**src/ulbp_pkg.sv**
```systemverilog
package ulbp_pkg;

    localparam int MAX_WIDTH   = 256;
    localparam int MAX_HEIGHT  = 256;
    localparam int COL_W       = $clog2(MAX_WIDTH);
    localparam int ROW_W       = $clog2(MAX_HEIGHT);
    localparam int SIZE_W      = 9;
    localparam int PIX_W       = 8;
    localparam int CODE_W      = 8;
    localparam int BIN_W       = 6;
    localparam int CNT_W       = 16;
    localparam int NUM_BINS    = 59;
    localparam int LAST_BIN    = 58;
    localparam int NUM_CODES   = 256;
    localparam int QUEUE_DEPTH = 4;
    localparam int QADDR_W     = $clog2(QUEUE_DEPTH);
    localparam int QCNT_W      = $clog2(QUEUE_DEPTH + 1);

    // register indexes
    localparam logic REG_WIDTH  = 1'b0;
    localparam logic REG_HEIGHT = 1'b1;

    // one entry between the pixel front and the histogram back
    typedef struct packed {
        logic                has_code;
        logic [CODE_W-1:0]   code;
        logic                frame_end;
    } t_entry;

    typedef logic [NUM_CODES-1:0][BIN_W-1:0] t_bin_map;

    // uniform codes (at most two circular transitions) get bins in code order
    function automatic t_bin_map build_bin_map();
        t_bin_map          m;
        logic [CODE_W-1:0] c;
        logic [CODE_W-1:0] d;
        int                nxt;
        nxt = 0;
        for (int i = 0; i < NUM_CODES; i++) begin
            c = CODE_W'(i);
            d = c ^ {c[0], c[CODE_W-1:1]};
            if ($countones(d) <= 2 && nxt < LAST_BIN) begin
                m[i] = BIN_W'(nxt);
                nxt  = nxt + 1;
            end else begin
                m[i] = BIN_W'(LAST_BIN);
            end
        end
        return m;
    endfunction

    localparam t_bin_map BIN_MAP = build_bin_map();

    // clamp a size register to 3..max and return size - 1
    function automatic logic [COL_W-1:0] width_last(logic [SIZE_W-1:0] v);
        logic [SIZE_W-1:0] m;
        if (v < SIZE_W'(3)) begin
            m = SIZE_W'(2);
        end else if (v > SIZE_W'(MAX_WIDTH)) begin
            m = SIZE_W'(MAX_WIDTH - 1);
        end else begin
            m = v - SIZE_W'(1);
        end
        return m[COL_W-1:0];
    endfunction

    function automatic logic [ROW_W-1:0] height_last(logic [SIZE_W-1:0] v);
        logic [SIZE_W-1:0] m;
        if (v < SIZE_W'(3)) begin
            m = SIZE_W'(2);
        end else if (v > SIZE_W'(MAX_HEIGHT)) begin
            m = SIZE_W'(MAX_HEIGHT - 1);
        end else begin
            m = v - SIZE_W'(1);
        end
        return m[ROW_W-1:0];
    endfunction

endpackage

```
**src/ulbp_queue.sv**
```systemverilog
module ulbp_queue (
    input  logic                          i_clk,
    input  logic                          i_rst_n,
    input  logic                          i_push,
    input  ulbp_pkg::t_entry              i_entry,
    input  logic                          i_pop,
    output ulbp_pkg::t_entry              o_entry,
    output logic                          o_valid,
    output logic [ulbp_pkg::QCNT_W-1:0]   o_count
);
    import ulbp_pkg::*;

    t_entry             r_mem [QUEUE_DEPTH];
    logic [QADDR_W-1:0] r_wp;
    logic [QADDR_W-1:0] r_rp;
    logic [QCNT_W-1:0]  r_cnt;
    logic               pop_ok;

    assign pop_ok  = i_pop && (r_cnt != '0);
    assign o_valid = (r_cnt != '0);
    assign o_entry = r_mem[r_rp];
    assign o_count = r_cnt;

    always_ff @(posedge i_clk) begin
        if (i_push) begin
            r_mem[r_wp] <= i_entry;
        end
    end

    always_ff @(posedge i_clk) begin
        if (!i_rst_n) begin
            r_wp  <= '0;
            r_rp  <= '0;
            r_cnt <= '0;
        end else begin
            if (i_push) begin
                r_wp <= r_wp + QADDR_W'(1);
            end
            if (pop_ok) begin
                r_rp <= r_rp + QADDR_W'(1);
            end
            if (i_push && !pop_ok) begin
                r_cnt <= r_cnt + QCNT_W'(1);
            end else if (!i_push && pop_ok) begin
                r_cnt <= r_cnt - QCNT_W'(1);
            end
        end
    end

endmodule

```
**config.mk**
```make
export PLATFORM = sky130hd
export DESIGN_NAME = ulbp_queue
export DESIGN_NICKNAME = d
export VERILOG_FILES = /design/src/ulbp_pkg.sv /design/src/ulbp_queue.sv
export SDC_FILE = /design/constraint.sdc
export NUM_CORES = 1
export LEC_CHECK = 0
export BUFFER_PORTS_ARGS = -buffer_cell sky130_fd_sc_hd__buf_2
export CORE_MARGIN = 2
export CORE_UTILIZATION = 25
export CTS_CLUSTER_DIAMETER = 40
export DETAILED_ROUTE_END_ITERATION = 10
export GPL_TIMING_DRIVEN = 0
export SKIP_LAST_GASP = 1
export SYNTH_ARGS = -nofsm -noshare
export SYNTH_HDL_FRONTEND = slang
export SYNTH_SLANG_ARGS = --single-unit
```
**constraint.sdc**
```tcl
create_clock -name i_clk -period 4 [get_ports i_clk]
set_input_delay 0.6 -clock i_clk [delete_from_list [all_inputs] [get_ports i_clk]]
set_output_delay 0.6 -clock i_clk [all_outputs]
set_load 0.03 [all_outputs]
```
Word-level counts from Yosys, hierarchy flattened

Memories as Yosys holds them, arrays and structs flattened. A register that Yosys moved wholly into a read port is not among the register bits.
Cells that the tools add are included.

$add $sub $neg: 4
Mux-type cells: 6
Reductions and logical operators: 7

Operator list:

| operator                                                           | count |
|---|---|
| 3-bit two-way mux                                                  | 2 |
| 2-bit by 1-bit adder with 2-bit output, second input constant      | 2 |
| 2-bit two-way mux                                                  | 2 |
| 3-bit by 1-bit adder with 3-bit output, second input constant      | 1 |
| 1-bit logical AND                                                  | 3 |
| 3-bit nonzero test                                                 | 1 |
| 3-bit by 1-bit subtractor with 3-bit output, second input constant | 1 |
| 1-bit zero test                                                    | 2 |
| 1-bit two-way mux                                                  | 2 |
| 2-bit nonzero test                                                 | 1 |

Register bits after elaboration: 7
Memory bits (writable): 40
Logic and storage cells: 21
Memories kept: 1

Memory list:

| memory | words | bits a word | read ports | clocked after Yosys merged registers in | write ports | RTL line         | text |
|---|---|---|---|---|---|---|---|
| r_mem  | 4     | 10          | 1          | 1                                       | 1           | ulbp_queue.sv:13 | `t_entry r_mem [QUEUE_DEPTH];` |

Depth between registers and ports, before layout

Depth after elaboration: 5
Mapped depth: 7
Mapped depth without buffers: 7

Worst setup path before layout

OpenSTA, ideal clock, no wires.

Path type: register to register
From: register r_cnt[1] (netlist: o_count[1])
To: register r_cnt[2] (netlist: o_count[2])
Setup time: 0.076 ns
Arrival: 1.974 ns
Required time: 3.924 ns
Path slack: 1.950 ns
Cell stages (with the launch flop): 8
Path through: dfxtp_1 o31ai_4 ha_1 inv_1 fa_1 xor2_1 or3_1 a21boi_0

Word-level cells in the longest chain between the ends: 5

Ends and longest elaborated chain:

| element                                                                             | RTL line         | text |
|---|---|---|
| start: declaration                                                                  | ulbp_queue.sv:16 | `logic [QCNT_W-1:0] r_cnt;` |
| start signal: assignment                                                            | ulbp_queue.sv:43 | `r_cnt <= r_cnt + QCNT_W'(1);` |
| start signal: assignment                                                            | ulbp_queue.sv:45 | `r_cnt <= r_cnt - QCNT_W'(1);` |
| branches (longest 5 deep; another with 3-bit by 1-bit subtractor with 3-bit output) | -                |  |

Several ways; the timed one is not identified. The select of a mux whose other input is x is not followed.
A chain may end at the register's enable or synchronous reset.

==> impl_metrics.tcl <==
set metrics [dict create \
    grt_max_degree 16 \
    overflow 0 \
    synth-seq-area-share 0.7235 \
    cts_max_level 2 \
    numClockSinks 49 \
    period_share 0.5453 \
    synth_cell_types 19 \
    net-switching-power_mw 0.4381 \
    postLayoutCoreUtil 0.3076 \
    cts_resized 0 \
    clkPwrFrac 0.213 \
    drive_gt1_frac 0.3798 \
    numPortBuffers 27 \
    fin_skew_ns 0.009196 \
    syn_area_mm2 0.001909 \
    regToRegSetupSlack_ns 1.92 \
    fp.dieW_um 91.39 \
    drt_pass1_iterations 2 \
    syn-num-nets 114 \
    power.internal_mw 0.8971 \
    cap_violations 0 \
    dp_hpwl_mm 2.199 \
    max_freq_ghz 0.4585 \
    maxSlewViolCount 0 \
    setup_viol 0 \
    post_cts.repair.setup_buffers 0 \
    ys_ff_latch 49 \
    rsz0062_at_grt "no" \
    tightest_slew_ns 0.5613 \
    die_area_mm2 0.008352 \
    relSlewSlack 0.6258 \
    num_vias 918 \
    final_cells 228 \
    dp.cells 220 \
    hold_path_class "primary input to flop" \
    final_common_cell "edfxtp_1" \
    ir_worst_vdd_uv 249.5 \
    antenna_found_initial 0 \
    setup.worst_path.end_class "output port" \
    p_leak_nw 0.7832 \
    status "complete, no violations" \
    gp_congestion 0.6576 \
    p_comb_frac 0.313 \
    insertion_delay_ns 0.30 \
    layout_common_cells "40 x edfxtp_1, 27 x buf_2, 10 x mux4_2" \
    r2r_end "o_count[2]" \
    num_rows 31 \
    grt_pass1_vias 1003 \
    grt_pass1_wl_mm 5.043 \
    wl_mm 3.199 \
    via_per_inst 4.026 \
    clockBufferDepth 2 \
    seq_power_share 0.474 \
    cts_made_buffers 5 \
    wl_per_cell_um 14.03 \
    total_power_mw 1.335 \
    setup_slack_ns 1.819 \
    crit_end "o_entry[5]" \
    cts_hold_buf 0 \
    synth_area_per_cell_um2 20.31 \
    synth_warnings 0 \
    critPathMaxFanout 10 \
    timing.rr.start "o_count[1]" \
    dp_slack_ns 1.804 \
    tns_ns 0 \
    die_height_um 91.39 \
    ioPinCount 28 \
    clk_pin_slew_ns 0.09 \
    coreArea_mm2 0.007331 \
    critPathLaunchType "flop" \
    clockRootBuffer "clkbuf_8" \
    hold_viol_final 0 \
    r2r_cells 7 \
    gr-usage-all-layers 0.08099 \
    ant_nets 0 \
    fin_crit_ns 2.181 \
    area_growth_pct 18.09 \
    start_util 0.2605 \
    design_area_mm2 0.002255 \
    nets 148 \
    critPathKind "flop to output port" \
    required_ns 3.40 \
    cts_tree "done" \
    cp_data_arrival_time_ns 1.58 \
    dpl-instance-area_mm2 0.002168 \
    holdWs_ns 0.5121 \
    antennaDiodeCount 0 \
    power_density_mw_per_mm2 592.2 \
    syn_inst 94 \
    drtIter0Drc 38 \
    sw_frac_of_total 0.3281 \
    hold_path_depth 1 \
    drc 0 \
]
## metal layers
layer | vias to the layer above | GRT usage | wire, µm
met5 | - | 0 | 0
met4 | 0 | 0.01894 | 29
met1 | 455 | 0.08610 | 1336
met3 | 5 | 0.03817 | 195
met2 | 28 | 0.1446 | 1638
li1 | 430 | - | -
## synth_stat cells
cell | n | share of area
dfxtp_1 | 9 | 0.094
a21boi_0 | 1 | 0.0039
fa_1 | 1 | 0.010
mux4_2 | 10 | 0.12
xnor2_1 | 3 | 0.014
mux2i_1 | 2 | 0.010
ha_1 | 5 | 0.033
o311ai_2 | 1 | 0.0085
or3_1 | 1 | 0.0033
and2_1 | 9 | 0.029
buf_4 | 1 | 0.0039
or3_2 | 1 | 0.0039
nor2b_1 | 2 | 0.0066
clkbuf_2 | 1 | 0.0026
o31ai_4 | 1 | 0.011
xor2_1 | 2 | 0.0092
inv_1 | 3 | 0.0059
o21ai_0 | 1 | 0.0026
edfxtp_1 | 40 | 0.63
## power by group through the flow
| stage | Clock, mW | Combinational [mW] | Sequential, mW |
|---|---|---|---|
| after floorplan | 0 | 0.302 | 0.660 |
| after global placement | 0 | 0.415 | 0.642 |
| after detailed placement | 0 | 0.426 | 0.646 |
| after CTS | 0.290 | 0.427 | 0.634 |
| after global routing | 0.313 | 0.447 | 0.640 |
| final | 0.284 | 0.418 | 0.633 |
## sequential cells by signal, indices dropped and copies added, names as in the netlist, named ones only
register  count
r_rp          2
r_mem        40
r_wp          2
o_count       3
## cell families after synthesis
kind of cell / count (synthesis) / share of synthesized area
compound gates: 4 / 0.02621
flops: 49 / 0.7235
fa+ha+maj: 6 / 0.04325
buf+inv: 5 / 0.01245
simple gates: 13 / 0.04325
xor+xnor: 5 / 0.02294
mux: 12 / 0.1284
## worst min-delay path by stage
| stage | slack, ns | end | from |
|---|---|---|---|
| after floorplan | 0.53 | r_wp[1] | r_wp[1] |
| after global placement | 0.54 | r_wp[1] | r_wp[1] |
| after detailed placement | 0.58 | r_wp[1] | r_wp[1] |
| after CTS | 0.51 | r_mem[0][3] | i_entry[3] |
| after global routing | 0.50 | r_mem[0][3] | i_entry[3] |
| final | 0.51 | r_mem[0][3] | i_entry[3] |
## worst max-delay path, stage by stage, from the launching register on
cell and delay [ns]:
dfxtp_1 0.31, buf_4 0.23, mux4_2 0.54, buf_2 0.20
## layout make-up
class	instances	area [µm²]
clock inverter	2	13.76
inverter	3	11.26
clock buffer	6	72.57
sequential	49	1381
tap	99	123.9
multi-input combinational	40	504.2
buffer	2	12.51
timing repair buffer	27	135.1
fill	718	5076
(Power assumes the default switching activity.)
