## config.mk

```make
export PLATFORM = sky130hd
export DESIGN_NAME = ulbp_front
export DESIGN_NICKNAME = d
export VERILOG_FILES = /design/src/ulbp_pkg.sv /design/src/ulbp_front.sv
export SDC_FILE = /design/constraint.sdc
export NUM_CORES = 2
export LEC_CHECK = 0
export BUFFER_PORTS_ARGS = -buffer_cell sky130_fd_sc_hd__buf_4
export CAP_MARGIN = 20
export CORE_MARGIN = 5
export CORE_UTILIZATION = 45
export CTS_BUF_LIST = sky130_fd_sc_hd__clkbuf_8
export DETAILED_ROUTE_END_ITERATION = 6
export PLACE_DENSITY = 0.6
export REMOVE_ABC_BUFFERS = 1
export SYNTH_ARGS = -nofsm -noshare
export SYNTH_HDL_FRONTEND = slang
export SYNTH_SLANG_ARGS = --single-unit
```

## constraint.sdc

```tcl
create_clock -name i_clk -period 7.35 [get_ports i_clk]
set_clock_uncertainty 0.2 [all_clocks]
set_input_delay 0.3675 -clock i_clk [delete_from_list [all_inputs] [get_ports i_clk]]
set_output_delay 0.3675 -clock i_clk [all_outputs]
set_load 0.1 [all_outputs]
```

## src/ulbp_pkg.sv

```systemverilog
package ulbp_pkg;

    localparam int MAX_WIDTH   = 256;
    localparam int MAX_HEIGHT  = 256;
    localparam int COL_W       = $clog2(MAX_WIDTH);
    localparam int ROW_W       = $clog2(MAX_HEIGHT);
    localparam int SIZE_W      = 9;
    localparam int PIX_W       = 8;
    localparam int CODE_W      = 8;
    localparam int BIN_W       = 6;
    localparam int CNT_W       = 16;
    localparam int NUM_BINS    = 59;
    localparam int LAST_BIN    = 58;
    localparam int NUM_CODES   = 256;
    localparam int QUEUE_DEPTH = 4;
    localparam int QADDR_W     = $clog2(QUEUE_DEPTH);
    localparam int QCNT_W      = $clog2(QUEUE_DEPTH + 1);

    // register indexes
    localparam logic REG_WIDTH  = 1'b0;
    localparam logic REG_HEIGHT = 1'b1;

    // one entry between the pixel front and the histogram back
    typedef struct packed {
        logic                has_code;
        logic [CODE_W-1:0]   code;
        logic                frame_end;
    } t_entry;

    typedef logic [NUM_CODES-1:0][BIN_W-1:0] t_bin_map;

    // uniform codes (at most two circular transitions) get bins in code order
    function automatic t_bin_map build_bin_map();
        t_bin_map          m;
        logic [CODE_W-1:0] c;
        logic [CODE_W-1:0] d;
        int                nxt;
        nxt = 0;
        for (int i = 0; i < NUM_CODES; i++) begin
            c = CODE_W'(i);
            d = c ^ {c[0], c[CODE_W-1:1]};
            if ($countones(d) <= 2 && nxt < LAST_BIN) begin
                m[i] = BIN_W'(nxt);
                nxt  = nxt + 1;
            end else begin
                m[i] = BIN_W'(LAST_BIN);
            end
        end
        return m;
    endfunction

    localparam t_bin_map BIN_MAP = build_bin_map();

    // clamp a size register to 3..max and return size - 1
    function automatic logic [COL_W-1:0] width_last(logic [SIZE_W-1:0] v);
        logic [SIZE_W-1:0] m;
        if (v < SIZE_W'(3)) begin
            m = SIZE_W'(2);
        end else if (v > SIZE_W'(MAX_WIDTH)) begin
            m = SIZE_W'(MAX_WIDTH - 1);
        end else begin
            m = v - SIZE_W'(1);
        end
        return m[COL_W-1:0];
    endfunction

    function automatic logic [ROW_W-1:0] height_last(logic [SIZE_W-1:0] v);
        logic [SIZE_W-1:0] m;
        if (v < SIZE_W'(3)) begin
            m = SIZE_W'(2);
        end else if (v > SIZE_W'(MAX_HEIGHT)) begin
            m = SIZE_W'(MAX_HEIGHT - 1);
        end else begin
            m = v - SIZE_W'(1);
        end
        return m[ROW_W-1:0];
    endfunction

endpackage

```

## src/ulbp_front.sv

```systemverilog
module ulbp_front (
    input  logic                          i_clk,
    input  logic                          i_rst_n,
    input  logic                          i_restart,
    input  logic [ulbp_pkg::COL_W-1:0]    i_wlast,
    input  logic [ulbp_pkg::ROW_W-1:0]    i_hlast,
    input  logic                          i_valid,
    output logic                          o_ready,
    input  logic [ulbp_pkg::PIX_W-1:0]    i_pixel,
    input  logic [ulbp_pkg::QCNT_W-1:0]   i_q_count,
    output logic                          o_push,
    output ulbp_pkg::t_entry              o_entry
);
    import ulbp_pkg::*;

    // two previous rows, one memory each
    logic [PIX_W-1:0] r_top_mem [MAX_WIDTH];
    logic [PIX_W-1:0] r_mid_mem [MAX_WIDTH];

    logic [COL_W-1:0]  r_col;
    logic [ROW_W-1:0]  r_row;
    logic              accept;
    logic [QCNT_W:0]   pend;

    // stage 1 (line store data back)
    logic              r_p1_v;
    logic [PIX_W-1:0]  r_p1_px;
    logic [COL_W-1:0]  r_p1_col;
    logic              r_p1_code_en;
    logic              r_p1_end;
    logic [PIX_W-1:0]  r_top;
    logic [PIX_W-1:0]  r_mid;

    // window: w1 = previous column, w0 = the one before
    logic [PIX_W-1:0]  r_w0_top, r_w0_mid, r_w0_bot;
    logic [PIX_W-1:0]  r_w1_top, r_w1_mid, r_w1_bot;
    logic [CODE_W-1:0] code;

    assign pend    = (QCNT_W+1)'(i_q_count) + (QCNT_W+1)'(r_p1_v);
    assign o_ready = pend < (QCNT_W+1)'(QUEUE_DEPTH);
    assign accept  = i_valid && o_ready;

    always_comb begin
        code[0] = r_w1_mid >= r_w1_top;
        code[1] = r_w1_mid >= r_w0_top;
        code[2] = r_w1_mid >= r_w0_mid;
        code[3] = r_w1_mid >= r_w0_bot;
        code[4] = r_w1_mid >= r_w1_bot;
        code[5] = r_w1_mid >= r_p1_px;
        code[6] = r_w1_mid >= r_mid;
        code[7] = r_w1_mid >= r_top;
    end

    assign o_push             = r_p1_v && (r_p1_code_en || r_p1_end);
    assign o_entry.has_code   = r_p1_code_en;
    assign o_entry.code       = code;
    assign o_entry.frame_end  = r_p1_end;

    // line stores: read at accept, written in the cycle after at the same column
    always_ff @(posedge i_clk) begin
        if (accept) begin
            r_top <= r_top_mem[r_col];
            r_mid <= r_mid_mem[r_col];
        end
        if (r_p1_v) begin
            r_top_mem[r_p1_col] <= r_mid;
            r_mid_mem[r_p1_col] <= r_p1_px;
        end
    end

    always_ff @(posedge i_clk) begin
        if (accept) begin
            r_p1_px      <= i_pixel;
            r_p1_col     <= r_col;
            r_p1_code_en <= (r_row >= ROW_W'(2)) && (r_col >= COL_W'(2));
            r_p1_end     <= (r_col == i_wlast) && (r_row == i_hlast);
        end
        if (r_p1_v) begin
            r_w0_top <= r_w1_top;
            r_w0_mid <= r_w1_mid;
            r_w0_bot <= r_w1_bot;
            r_w1_top <= r_top;
            r_w1_mid <= r_mid;
            r_w1_bot <= r_p1_px;
        end
    end

    always_ff @(posedge i_clk) begin
        if (!i_rst_n) begin
            r_col  <= '0;
            r_row  <= '0;
            r_p1_v <= 1'b0;
        end else if (i_restart) begin
            r_col  <= '0;
            r_row  <= '0;
            r_p1_v <= 1'b0;
        end else begin
            r_p1_v <= accept;
            if (accept) begin
                if (r_col == i_wlast) begin
                    r_col <= '0;
                    if (r_row == i_hlast) begin
                        r_row <= '0;
                    end else begin
                        r_row <= r_row + ROW_W'(1);
                    end
                end else begin
                    r_col <= r_col + COL_W'(1);
                end
            end
        end
    end

endmodule

```

# Word level (Yosys, flattened, before mapping)
# Memories as Yosys holds them, arrays and structs flattened. A register that Yosys moved wholly into a read port is not among the register bits.
# Index checks and enable logic that the tools add are counted.
# op_classes
n_eq_ne	2
bitwise_logic	1
n_addsub	3
reduce_logical	7
n_mux	4
magnitude_cmp	11
# ops
op	n
greater-or-equal comparator 8 bit	8
adder 8 x 1 -> 8 bit (second input constant)	2
== test 8 bit	2
greater-or-equal comparator 8 x 2 -> 1 bit (second input constant)	2
2-to-1 mux 8 bit	2
adder 3 x 1 -> 4 bit	1
logical AND 1 bit	4
less-than comparator 4 x 3 -> 1 bit (second input constant)	1
2-to-1 mux 1 bit	2
AND reduction 2 bit	1
OR reduction 2 bit	1
logical OR 1 bit	1
inverter 1 bit	1
# word_totals
ramBits	4096
out_inout_bits	12
inputBits	31
regBits	83
mem_count	2
# memory_table
name	words	width	rd	rd_ports_with_merged_regs	wr	line_no	text
r_mid_mem	256	8	1	1	1	ulbp_front.sv:18	logic [PIX_W-1:0] r_mid_mem [MAX_WIDTH];
r_top_mem	256	8	1	1	1	ulbp_front.sv:17	logic [PIX_W-1:0] r_top_mem [MAX_WIDTH];

# Depth between registers and ports, before layout
# depth
ltp_word	4
depth_mapped	13

# Worst setup path after synthesis
# No wires, ideal clock.
# synth_path
path_kind	register -> output
startpoint	register r_p1_px[1]
endpoint	output port o_entry[6] in the netlist's numbering
t_required_ns	6.783
setup_slack_ns	0.390
arrival_time_ns	6.392
stages_incl_launch_ff	9
path_buffers	0
cell_sequence	edfxtp_1 inv_1 ha_1 a21o_1 a21o_1 a21o_1 a21o_1 a21oi_1 o21ai_0
# synth_lines
item	line_no	text
from (decl)	ulbp_front.sv:27	logic [PIX_W-1:0] r_p1_px;
from (signal assigned)	ulbp_front.sv:73	r_p1_px <= i_pixel;
to (decl)	ulbp_front.sv:12	output ulbp_pkg::t_entry o_entry

==> key figures <==
Outcome
  • Status: finished, violations left
  • Violated checks: DRC, slew limit

Place
  • DP Cell Count: 12000
  • GPL Wtd Cong: 0.852
  • Detail Placement HPWL: 272 mm
  • Port buffer count: 42
  • DP Worst Slack: 2030 ps

Global routing
  • Vias in the first global route: between 80000 and 90000
  • Global Route met1 Usage: 0.353
  • Total grt overflow: 0
  • GR Util All Layers: 0.245
  • Initial antenna violation count: 34
  • Largest net degree at the start of global routing: between 200 and 250
  • Global route hottest layer: met2
  • Global Route met3 Usage: 0.0621
  • First-pass GRT wire length: 644 mm
  • M2 GR Usage: 0.368

Clock tree
  • H-tree Lvls: 6
  • CTS buffer count: 677
  • Post-CTS Setup Inserts: 0
  • Clock buffer depth: 4
  • Post-CTS Resized: 0
  • # clock sinks: 4195
  • CTS tree: done
  • CTS root buf: clkbuf_8
  • Clock Latency Late Sink: ~1300 ps
  • Clock-pin slew on the worst setup and hold paths: 70 ps
  • # hold bufs at CTS: 36

Critical path
  • Slowest CP cell: dfxtp_4
  • Crit. End Element: register
  • Critical path cell sequence: buf_12 -> clkinv_2 -> buf_4 -> nand2_1 -> o22ai_1 -> a211oi_1 -> a21oi_1 -> a211oi_1 -> o31ai_1
  • CP bufs+invs: 3
  • Startpoint types: register
  • Crit-path max FO: 38
  • Crit path DAT: 6320 ps
  • Internal reg-to-reg setup slack: 1710 ps
  • Critical Path Max Stage Delay: about 1000 ps
  • Critical Path RT: 8030 ps
  • Most frequent CP cell: a211oi_1
  • Critical path type: register to register
  • Delay-heaviest family, CP: compound AO/OA/AOI/OAI gates

Timing
  • Max-slew violations: 100
  • Min cycle time layout: 5640 ps
  • Least-Margin Pin Slew: 1650 ps
  • Fin. Hold Viols: 0
  • Fin worst setup slack: 1710 ps
  • RSZ-0062 raised after global routing: no
  • Rel. slew slack: -0.102
  • Crit share post-route: 0.767
  • Final setup viols: 0
  • FMAX: 177 MHz

Yosys
  • Ys Warns: 0
  • Post-synth EDFFs: 4178
  • Mapped Cells: just over 7000
  • Sequential area share after synthesis: 0.781
  • Cell area after synthesis: roughly 160000 sq um
  • Synth Flop Type: edfxtp_1
  • Yosys reg bits: 4195
  • Post-synthesis area per instance: 22.6 sq um
  • Synth async-reset ratio: 0
  • Netlist cell types: 65

Final layout
  • Layout area overhead: 13.6%
  • Layout net count: about 8000
  • # fillers: between 20000 and 30000
  • Layout cells sized above 1: 0.295
  • Non-filler cells in the finished layout: approximately 13000
  • Largest registers: r_mid_mem (2048), r_top_mem (2048)

Route
  • Vias/cell: slightly above 6
  • Total wire length: 463 mm
  • DRC: 2
  • DRT antenna net count: 0
  • 1st-pass router iterations: 7
  • 1st-iter DRT viols: 12200
  • WL/cell: 35.0 microns
  • Via count: slightly above 80000

Die
  • Num rows: approximately 220
  • Core Region: 356000 sq um
  • Die area: 370000 sq um
  • Die X: approximately 610 microns
  • I/O pin count: 43
  • Initial Utilization: 0.452
  • Die Ht: 608 microns

Worst hold path
  • Worst Hold Class: input pin to register

Job
  • Max-cap violations: 0

Pwr
  • Leak: 56.5 nW
  • Maximum vdd drop: 0.188 mV
  • Pwr Density: 249 nW/um^2
## worst min-delay path: stages
cell	delay [ps]
buf_4	80
xor2_1	140
nor4_1	60
dlygate4sd3_1	570
a31o_2	260
nor2_1	100
## power by group
part / internal, mW / switching [mW] / total [mW]
Combinational: 0.327 / 0.623 / 0.950
Clock: 9.11 / 9.32 / 18.4
Sequential: 26.2 / 0.0281 / 26.2
Total: 35.6 / 9.97 / 45.6
## path summary, 6_finish.rpt
kind                     from          end  depth (start not counted)
setup / recovery     r_col[0]     r_top[7]                          9
hold / removal     i_hlast[6]     r_row[0]                          6
setup reg to reg     r_col[0]     r_top[7]                          9
hold reg to reg   r_w1_top[6]  r_w0_top[6]                          0
## cells in the final DEF, fill, tap and decap left out, drive strengths merged, types with 51 or more instances in the layout
master | Yosys | routed
nand2 | 73 | 73
ha | 68 | 68
inv | 61 | 352
mux4 | 1031 | 1031
a22oi | 178 | 178
a21oi | 101 | 101
edfxtp | 4178 | 4178
clkbuf | 147 | 683
nor2 | 317 | 317
buf | 252 | 489
mux2i | 170 | 170
clkinv | 2 | 207
a221oi | 63 | 63
o22ai | 63 | 63
a22o | 51 | 51
## layer usage
metal,share of wire,wire length [microns]
met4,0.038,17500
met5,0.00012,57
met3,0.11,51500
met2,0.46,211000
met1,0.39,183000
## synthesized netlist by cell type (60+ instances only)
cell      instances  area share
edfxtp_1       4178        0.78
mux4_2         1031        0.14
nor2_1          316      0.0074
a22oi_1         178      0.0083
mux2i_1         170       0.011
clkbuf_1        147      0.0034
buf_2           110      0.0034
a21oi_1         101      0.0031
buf_4            91      0.0042
nand2_1          73      0.0017
ha_1             68      0.0053
a221oi_1         63      0.0034
o22ai_1          63      0.0024
inv_1            60      0.0014
## cell families (layout without fill, tap and decap cells)
| family | Yosys count | after routing | synth area share |
|---|---|---|---|
| AO/OA/AOI/OAI | 630 | 630 | 0.0280 |
| buffers and inverters | 462 | 1794 | 0.0149 |
| AND/OR/NAND/NOR | 544 | 544 | 0.0148 |
| multiplexers | 1205 | 1205 | 0.155 |
| XOR/XNOR | 30 | 30 | 0.00163 |
| flip-flops | 4195 | 4195 | 0.781 |
| other | 0 | 15 | 0 |
| adder cells (fa/ha/maj) | 68 | 68 | 0.00528 |
## per-stage QoR
step	hold WS (ps)	TNS (ps)	util	power, mW	area, sq um
2_1_floorplan	226	-1332550	-	28.1	159000
3_3_place_gp	228	0	0.474	27.6	169000
3_5_place_dp	232	0	0.478	27.7	170000
4_1_cts	77.7	0	0.513	45.9	183000
5_1_grt	147	0	0.514	47.1	183000
6_report	181	0	0.514	45.6	183000
## layout make-up
type,instances,area [sq um],share of cell area
clock inverter,523,2750,0.0150
timing repair buffer,526,5370,0.0294
clock buffer,682,9390,0.0513
multi-input combinational,2477,33500,0.183
sequential,4195,126000,0.687
tap,4751,5940,0.0325
inverter,63,238,0.00130
antenna,15,37.5,0.000205
Note: power is estimated with default switching activity, not from simulation.
