==> src/ulbp_pkg.sv <==
package ulbp_pkg;

    localparam int MAX_WIDTH   = 256;
    localparam int MAX_HEIGHT  = 256;
    localparam int COL_W       = $clog2(MAX_WIDTH);
    localparam int ROW_W       = $clog2(MAX_HEIGHT);
    localparam int SIZE_W      = 9;
    localparam int PIX_W       = 8;
    localparam int CODE_W      = 8;
    localparam int BIN_W       = 6;
    localparam int CNT_W       = 16;
    localparam int NUM_BINS    = 59;
    localparam int LAST_BIN    = 58;
    localparam int NUM_CODES   = 256;
    localparam int QUEUE_DEPTH = 4;
    localparam int QADDR_W     = $clog2(QUEUE_DEPTH);
    localparam int QCNT_W      = $clog2(QUEUE_DEPTH + 1);

    // register indexes
    localparam logic REG_WIDTH  = 1'b0;
    localparam logic REG_HEIGHT = 1'b1;

    // one entry between the pixel front and the histogram back
    typedef struct packed {
        logic                has_code;
        logic [CODE_W-1:0]   code;
        logic                frame_end;
    } t_entry;

    typedef logic [NUM_CODES-1:0][BIN_W-1:0] t_bin_map;

    // uniform codes (at most two circular transitions) get bins in code order
    function automatic t_bin_map build_bin_map();
        t_bin_map          m;
        logic [CODE_W-1:0] c;
        logic [CODE_W-1:0] d;
        int                nxt;
        nxt = 0;
        for (int i = 0; i < NUM_CODES; i++) begin
            c = CODE_W'(i);
            d = c ^ {c[0], c[CODE_W-1:1]};
            if ($countones(d) <= 2 && nxt < LAST_BIN) begin
                m[i] = BIN_W'(nxt);
                nxt  = nxt + 1;
            end else begin
                m[i] = BIN_W'(LAST_BIN);
            end
        end
        return m;
    endfunction

    localparam t_bin_map BIN_MAP = build_bin_map();

    // clamp a size register to 3..max and return size - 1
    function automatic logic [COL_W-1:0] width_last(logic [SIZE_W-1:0] v);
        logic [SIZE_W-1:0] m;
        if (v < SIZE_W'(3)) begin
            m = SIZE_W'(2);
        end else if (v > SIZE_W'(MAX_WIDTH)) begin
            m = SIZE_W'(MAX_WIDTH - 1);
        end else begin
            m = v - SIZE_W'(1);
        end
        return m[COL_W-1:0];
    endfunction

    function automatic logic [ROW_W-1:0] height_last(logic [SIZE_W-1:0] v);
        logic [SIZE_W-1:0] m;
        if (v < SIZE_W'(3)) begin
            m = SIZE_W'(2);
        end else if (v > SIZE_W'(MAX_HEIGHT)) begin
            m = SIZE_W'(MAX_HEIGHT - 1);
        end else begin
            m = v - SIZE_W'(1);
        end
        return m[ROW_W-1:0];
    endfunction

endpackage

==> src/ulbp_back.sv <==
module ulbp_back (
    input  logic                          i_clk,
    input  logic                          i_rst_n,
    input  logic                          i_restart,
    input  ulbp_pkg::t_entry              i_entry,
    input  logic                          i_q_valid,
    output logic                          o_pop,
    output logic                          o_valid,
    input  logic                          i_ready,
    output logic [ulbp_pkg::BIN_W-1:0]    o_bin_index,
    output logic [ulbp_pkg::CNT_W-1:0]    o_bin_count,
    output logic                          o_bin_last
);
    import ulbp_pkg::*;

    localparam logic ST_RUN  = 1'b0;
    localparam logic ST_DUMP = 1'b1;

    logic [CNT_W-1:0]    r_hist [NUM_BINS];
    logic [NUM_BINS-1:0] r_hv;

    logic                r_state;
    logic [BIN_W-1:0]    r_didx;
    logic                r_ov;
    logic [BIN_W-1:0]    r_oidx;

    logic [CNT_W-1:0]    r_rd;
    logic                r_rd_ok;
    logic                r_b1_v;
    logic                r_b1_end;
    logic [BIN_W-1:0]    r_b1_bin;

    // last write, forwarded to a back-to-back hit on the same bin
    logic                r_wr_v;
    logic [BIN_W-1:0]    r_wr_bin;
    logic [CNT_W-1:0]    r_wr_val;

    logic [BIN_W-1:0]    bin;
    logic                issue;
    logic                rd_en;
    logic [BIN_W-1:0]    rd_addr;
    logic [CNT_W-1:0]    cur;
    logic [CNT_W-1:0]    nxt;

    assign bin   = BIN_MAP[i_entry.code];
    assign o_pop = (r_state == ST_RUN) && !r_b1_end && !r_ov && i_q_valid;
    assign issue = (r_state == ST_DUMP) && (!r_ov || i_ready);
    assign rd_en   = o_pop || issue;
    assign rd_addr = issue ? r_didx : bin;

    always_comb begin
        if (r_wr_v && (r_wr_bin == r_b1_bin)) begin
            cur = r_wr_val;
        end else if (r_rd_ok) begin
            cur = r_rd;
        end else begin
            cur = '0;
        end
        nxt = (cur == {CNT_W{1'b1}}) ? cur : cur + CNT_W'(1);
    end

    assign o_valid     = r_ov;
    assign o_bin_index = r_oidx;
    assign o_bin_count = r_rd_ok ? r_rd : '0;
    assign o_bin_last  = (r_oidx == BIN_W'(LAST_BIN));

    always_ff @(posedge i_clk) begin
        if (rd_en) begin
            r_rd <= r_hist[rd_addr];
        end
        if (r_b1_v) begin
            r_hist[r_b1_bin] <= nxt;
        end
    end

    always_ff @(posedge i_clk) begin
        if (rd_en) begin
            r_rd_ok <= r_hv[rd_addr];
        end
        if (o_pop) begin
            r_b1_bin <= bin;
        end
        if (r_b1_v) begin
            r_wr_bin <= r_b1_bin;
            r_wr_val <= nxt;
        end
        if (issue) begin
            r_oidx <= r_didx;
        end
    end

    always_ff @(posedge i_clk) begin
        if (!i_rst_n || i_restart) begin
            r_hv     <= '0;
            r_state  <= ST_RUN;
            r_didx   <= '0;
            r_ov     <= 1'b0;
            r_b1_v   <= 1'b0;
            r_b1_end <= 1'b0;
            r_wr_v   <= 1'b0;
        end else begin
            r_b1_v   <= o_pop && i_entry.has_code;
            r_b1_end <= o_pop && i_entry.frame_end;
            if (r_b1_v) begin
                r_hv[r_b1_bin] <= 1'b1;
                r_wr_v         <= 1'b1;
            end
            if (r_b1_end) begin
                r_state <= ST_DUMP;
                r_didx  <= '0;
                r_wr_v  <= 1'b0;
            end
            case (r_state)
                ST_DUMP: begin
                    if (issue) begin
                        r_hv[r_didx] <= 1'b0;
                        r_ov         <= 1'b1;
                        if (r_didx == BIN_W'(LAST_BIN)) begin
                            r_state <= ST_RUN;
                        end else begin
                            r_didx <= r_didx + BIN_W'(1);
                        end
                    end
                end
                default: begin
                    if (r_ov && i_ready) begin
                        r_ov <= 1'b0;
                    end
                end
            endcase
        end
    end

endmodule

==> config.mk <==
export PLATFORM = sky130hd
export DESIGN_NAME = ulbp_back
export DESIGN_NICKNAME = d
export VERILOG_FILES = /design/src/ulbp_pkg.sv /design/src/ulbp_back.sv
export SDC_FILE = /design/constraint.sdc
export NUM_CORES = 1
export LEC_CHECK = 0
export BUFFER_PORTS_ARGS = -buffer_cell sky130_fd_sc_hd__buf_4
export CORE_ASPECT_RATIO = 1.75
export CORE_MARGIN = 2
export CORE_UTILIZATION = 35
export CTS_CLUSTER_SIZE = 14
export DETAILED_ROUTE_END_ITERATION = 7
export PLACE_DENSITY = 0.5
export SLEW_MARGIN = 20
export SYNTH_ARGS = -nofsm -noshare
export SYNTH_HDL_FRONTEND = slang
export SYNTH_SLANG_ARGS = --single-unit
==> constraint.sdc <==
create_clock -name i_clk -period 7.5 [get_ports i_clk]
set_input_delay 0.375 -clock i_clk [delete_from_list [all_inputs] [get_ports i_clk]]
set_output_delay 0.375 -clock i_clk [all_outputs]
set_load 0.02 [all_outputs]
==> Word-level counts from Yosys, hierarchy flattened <==
Memory sizes are Yosys's and may differ from the RTL's. A register that Yosys moved wholly into a read port is not among the register bits.
Cells that the tools add are included.
W data, S select, Z words.
{ "word_totals": {"mem_bits_ro": 1536, "memories": 2, "reg_bits": 105, "latch_bits": 0, "ram_bits": 944} }
{ "memory_table": {"columns": ["name", "words", "width", "read_ports", "rd_clocked_by_memory_dff", "wr", "line", "text"], "rows": [
  ["(no name shown)", 256, 6, 1, 0, 0, "ulbp_back.sv:45", "assign bin = BIN_MAP[i_entry.code];"],
  ["r_hist", 59, 16, 1, 1, 1, "ulbp_back.sv:19", "logic [CNT_W-1:0] r_hist [NUM_BINS];"]
]} }
{ "classes": {"n_bitwise": 4, "n_reduce_logical": 19, "magnitude_cmp": 6, "n_eq_ne": 5, "div_mod_pow": 0, "muxes": 28, "mul": 0, "addsub": 2, "shift": 0} }
{ "op_table": {"columns": ["operator", "n"], "rows": [
  ["$mux W59", 4],
  ["$and A59 B59 Y59", 1],
  ["$not A59 Y59", 1],
  ["$or A59 B59 Y59", 1],
  ["$mux W16", 3],
  ["$mux W6", 6],
  ["$lt A6 B7 Y1 const B", 3],
  ["$add A16 B1 Y16 const B", 1],
  ["$eq A16 B16 Y1 const B", 1],
  ["$demux W1 S6", 2],
  ["$eq A6 B6 Y1 const B", 2],
  ["$ge A6 B1 Y1 const B", 2],
  ["$mux W1", 12],
  ["$logic_and A1 B1 Y1", 10],
  ["$lt A8 B9 Y1 const B", 1],
  ["$add A6 B1 Y6 const B", 1],
  ["$bmux W1 S6", 1],
  ["$eq A6 B6 Y1", 1],
  ["$logic_not A1 Y1", 3],
  ["$logic_or A1 B1 Y1", 3],
  ["$ne A2 B1 Y1 const B", 1],
  ["$reduce_and A2 Y1", 1],
  ["$reduce_bool A2 Y1", 1],
  ["$reduce_or A2 Y1", 1],
  ["$not A1 Y1", 1]
]} }

==> Depth between registers and ports, before layout <==
{ "depth": {"depth_word": 10, "depth_mapped": 16, "depth_no_buf": 12} }

==> Worst setup path after synthesis <==
Ideal clock, no wire load.
{ "synth_timing": {"path_type": "register -> register", "startpoint": "reg r_b1_bin[1]", "endpoint": "mem r_hist[0][14] (data pin)", "t_arrival_ns": 5.034, "n_path_buf": 1, "stages_incl_launch_ff": 13, "required_time_ns": 6.829, "setup_slack_ns": 1.796, "cell_sequence": "edfxtp_1 -> xor2_1 -> or3_1 -> nor2_1 -> buf_4 -> mux2i_1 -> inv_1 -> ha_1 -> and2_1 -> nand4_1 -> nor2_1 -> mux2_2 -> o21ai_0"} }
{ "synth_between": {"elab_chain_cells": 5, "word_cells_on_any_way": 6} }
{ "synth_lines": {"columns": ["item", "line", "text"], "rows": [
  ["from (decl)", "ulbp_back.sv:31", "logic [BIN_W-1:0] r_b1_bin;"],
  ["from (signal assigned)", "ulbp_back.sv:81", "r_b1_bin <= bin;"],
  ["$eq A6 B6 Y1 *", "ulbp_back.sv:52", "if (r_wr_v && (r_wr_bin == r_b1_bin)) begin"],
  ["$logic_and A1 B1 Y1 *", "ulbp_back.sv:52", null],
  ["$mux W16 *", "ulbp_back.sv:52", null],
  ["$add A16 B1 Y16 or $eq A16 B16 Y1 (tied branches)", "ulbp_back.sv:59", "nxt = (cur == {CNT_W{1'b1}}) ? cur : cur + CNT_W'(1);"],
  ["$mux W16 *", "ulbp_back.sv:59", null],
  ["named net nxt[14]", "ulbp_back.sv:43", "logic [CNT_W-1:0] nxt;"],
  ["to (decl)", "ulbp_back.sv:19", null]
]} }
Mark *: on every way through the listed nets, which the timed path passes. The rest lies on a longest branch.

==> Worst setup path in the final report <==
{ "layout_timing": {"startpoint": "reg r_b1_bin[1]", "endpoint": "mem r_hist[16][9] (data pin)"} }
Same word-level chain as after synthesis.

==> results.py <==
metrics = {
    "logic_synthesis": {
        "synth_edf_count": 995,
        "synth-seq-cells": 1065,
        "synth-seq-area-share_pct": 71.6,
        "synth_cells": 3144,
        "ys_top_cells_by_count": "995 x edfxtp_1, 560 x nand2_1, 232 x mux2i_1",
        "synth_nets": 3168,
        "synth.cell_area_mm2": 0.0437,
        "synth_top_area_share_pct": 68.4,
        "synth.most_common_cell": "edfxtp_1",
        "yosysUniqueCellTypes": 83,
        "synth_warnings": 0,
        "synthArstFlopShare_pct": 0,
        "synth.avg_cell_area_um2": 13.9,
        "yosys.area.top_type": "edfxtp_1",
        "dominantRegCellSynth": "edfxtp_1",
        "synth_area_leaders": "edfxtp_1 68%, mux2i_1 5.3%, nand2_1 4.8%",
    },
    "drt": {
        "dr_total_vias": 27900,
        "dr.pass1.iters": 7,
        "drcViolationCount": 0,
        "first_iter_violations": 2641,
        "avgViaCountPerCell": 5.67,
        "wl_per_cell_um": 31.0,
        "routed_wl_mm": 152,
        "drtAntennaViolNets": 0,
    },
    "sta": {
        "relSlewSlack_pct": 19.3,
        "setup_violations": 0,
        "finalCritPeriodShare_pct": 73.3,
        "worst_pin_slew_ps": 1210,
        "worst_slack_ps": 2000,
        "tns_ps": 0,
        "drv_slew": 0,
        "min_period_ps": 5500,
        "skew_ps": 27.7,
        "max_freq_mhz": 182,
        "hold_violations": 0,
        "rsz0062_at_grt": "false",
    },
    "placed_design": {
        "dpl_cell_area_mm2": 0.0468,
        "place_hpwl_mm": 95.9,
        "routabilityCongestion": 0.903,
        "pre_cts_ws_ps": 2050,
        "port-buffer-count": 39,
    },
    "finish": {
        "stdcell_area_mm2": 0.0498,
        "layout-drive-gt1-share_pct": 13.3,
        "areaGrowthSynthToFinish_pct": 13.8,
        "fin_util_pct": 40.1,
        "nets": 3229,
    },
    "global_routing": {
        "grt_pass1_vias": 27700,
        "overflow": 0,
        "grt_max_degree": 123,
        "grt_usage_pct": 23.6,
        "grt_pass1_wl_mm": 213,
        "antenna_found_initial": 9,
    },
    "critical_path": {
        "cpMaxStageDelayCell": "xnor2_2",
        "worst-path-max-fanout": 43,
        "crit_arrival_ps": 5920,
        "cp.required_ps": 7920,
        "worstSetupEndpointType": "flop",
        "cpPeakStageDelay_ps": 860,
        "path_delay_family": "simple AND/OR/NAND/NOR gates",
        "start_kind": "flop",
        "critical_path_class": "reg -> reg",
        "path_cells": "xor2_1, or3_1, nor2_2, mux2i_1, inv_1, ha_1, and2_1, nand4_1, nand3_1, xnor2_2, buf_4",
        "cp.buffers_inverters": 2,
    },
    "floorplan": {
        "initial_utilization_pct": 35.2,
        "core_mm2": 0.124,
        "fp-row-count": 171,
        "die_w_um": 271,
        "ios": 40,
        "die_h_um": 471,
        "die-area_mm2": 0.128,
    },
    "clock_tree": {
        "clk-insertion-delay-late_ps": 710,
        "cts.clk_slew.worst_paths_ps": 70,
        "cts_post_setup_buffers_inserted": 0,
        "cts_tree": "yes",
        "cts-root-buf": "clkbuf_16",
        "ctsResizeCount": 0,
        "cts_max_level": 3,
        "cts_buffers": 93,
        "clockBufferDepth": 3,
        "clkSinkCount": 1065,
    },
    "pwr": {
        "vdd_ir_drop_max_mv": 0.190,
        "p_leak_uw": 0.0163,
        "power_density_mw_per_mm2": 261,
        "power_uw": 13000,
    },
    "min_path": {
        "holdCritPathClass": "in -> reg",
    },
    "status": {
        "status": "complete, no violations",
    },
    "job": {
        "maxCapViolCount": 0,
    },
}
## what timing repair did
item | CTS | global route
endpoints found under the setup margin | 0 | 0
hold endpoints to repair | 3 | 0
hold buffers | 3 | 0
## worst reg2reg max path, delay by kind of cell, from the launching register on
family        cells  cell delay [ps]
xor+xnor          2             1100
fa+ha+maj         1              230
buf+inv           2              720
flops             1              540
mux               1              550
simple gates      5             2000
## registers in the layout (all words and copies together), names as in the netlist, 6 cells and up
name and cells:
r_didx 6, o_bin_index 6, r_rd 16, r_hist 944
r_hv 59, r_wr_bin 6, r_wr_val 16, r_b1_bin 6
## routing by layer
metal  part of all wire, %  vias to the layer above  track usage (%)  wire (µm)
met3                   5.6                      326             3.33       8460
met4                   6.6                        6             13.5      10100
met2                    52                     1060             42.9      79600
met1                    36                    14300             26.3      54200
li1                      -                    12200                -          -
met5                 0.028                        -                0         43
## stage by stage
| stage | instances | hold WS, ps |
|---|---|---|
| 2_1_floorplan | 3144 | 406 |
| 3_3_place_gp | 4746 | 516 |
| 3_5_place_dp | 4749 | 521 |
| 4_1_cts | 4919 | 149 |
| 5_1_grt | 4921 | 212 |
| 6_report | 4924 | 193 |
## layout by cell type, fill, tap and decap left out, types with 9 or more instances in the layout
cell,count
a21oi_1,63
dfxtp_1,70
ha_1,9
clkbuf_1,33
and2_1,21
nand2b_1,11
nand4_1,70
nand3_1,157
o2bb2ai_1,11
nor3_1,19
clkinv_1,19
inv_1,22
nor2_2,21
nand2_1,559
nor2_1,59
a32oi_1,48
o2111ai_1,13
a31oi_1,66
o22a_1,25
a22oi_1,11
nor3b_1,10
clkbuf_16,98
mux2i_1,232
buf_4,158
edfxtp_1,995
o221a_2,26
o211ai_1,25
a211oi_1,28
a221oi_1,21
nor2_4,29
o22ai_1,34
o21ai_0,84
and3_1,41
nor2b_1,9
## kinds of logic (layout without fill, tap and decap cells)
group | count (synthesis) | count (layout) | synth area share (%)
other | 0 | 4 | 0
and+or+nand+nor | 1040 | 1040 | 10.7
adders and majority gates | 9 | 9 | 0.258
AOI/OAI and AO/OA | 545 | 545 | 9.16
xor gates and xnor gates | 16 | 16 | 0.321
buffers and inverters | 229 | 362 | 2.47
muxes | 240 | 240 | 5.52
DFF | 1065 | 1065 | 71.6
## area by class of cell
| cell class | instances | area [µm²] |
|---|---|---|
| clock buffers | 134 | 2620 |
| well taps | 1643 | 2060 |
| flip-flops and latches | 1065 | 31300 |
| inverters | 23 | 86.3 |
| clock inverters | 33 | 244 |
| repair buffers | 172 | 1440 |
| fillers | 11500 | 74300 |
| diodes | 4 | 10.0 |
| multi-input cells | 1850 | 12000 |
## power breakdown
part           leakage (µW)  total (µW)  internal (µW)  switching, µW
Sequential          0.00967        6700           6670           27.8
Clock               0.00138        4690           2530           2160
Combinational       0.00524        1590            407           1180
## worst paths after layout
kind                                  start  slack (ps)  depth (start not counted)       endpoint
worst min-delay path                i_rst_n         190                          3      r_didx[2]
worst max-delay path            r_b1_bin[1]        2000                         11  r_hist[16][9]
worst max register to register  r_b1_bin[1]        2000                         11  r_hist[16][9]
worst min register to register     r_hv[56]         530                          1       r_hv[56]
(Power assumes the default switching activity.)
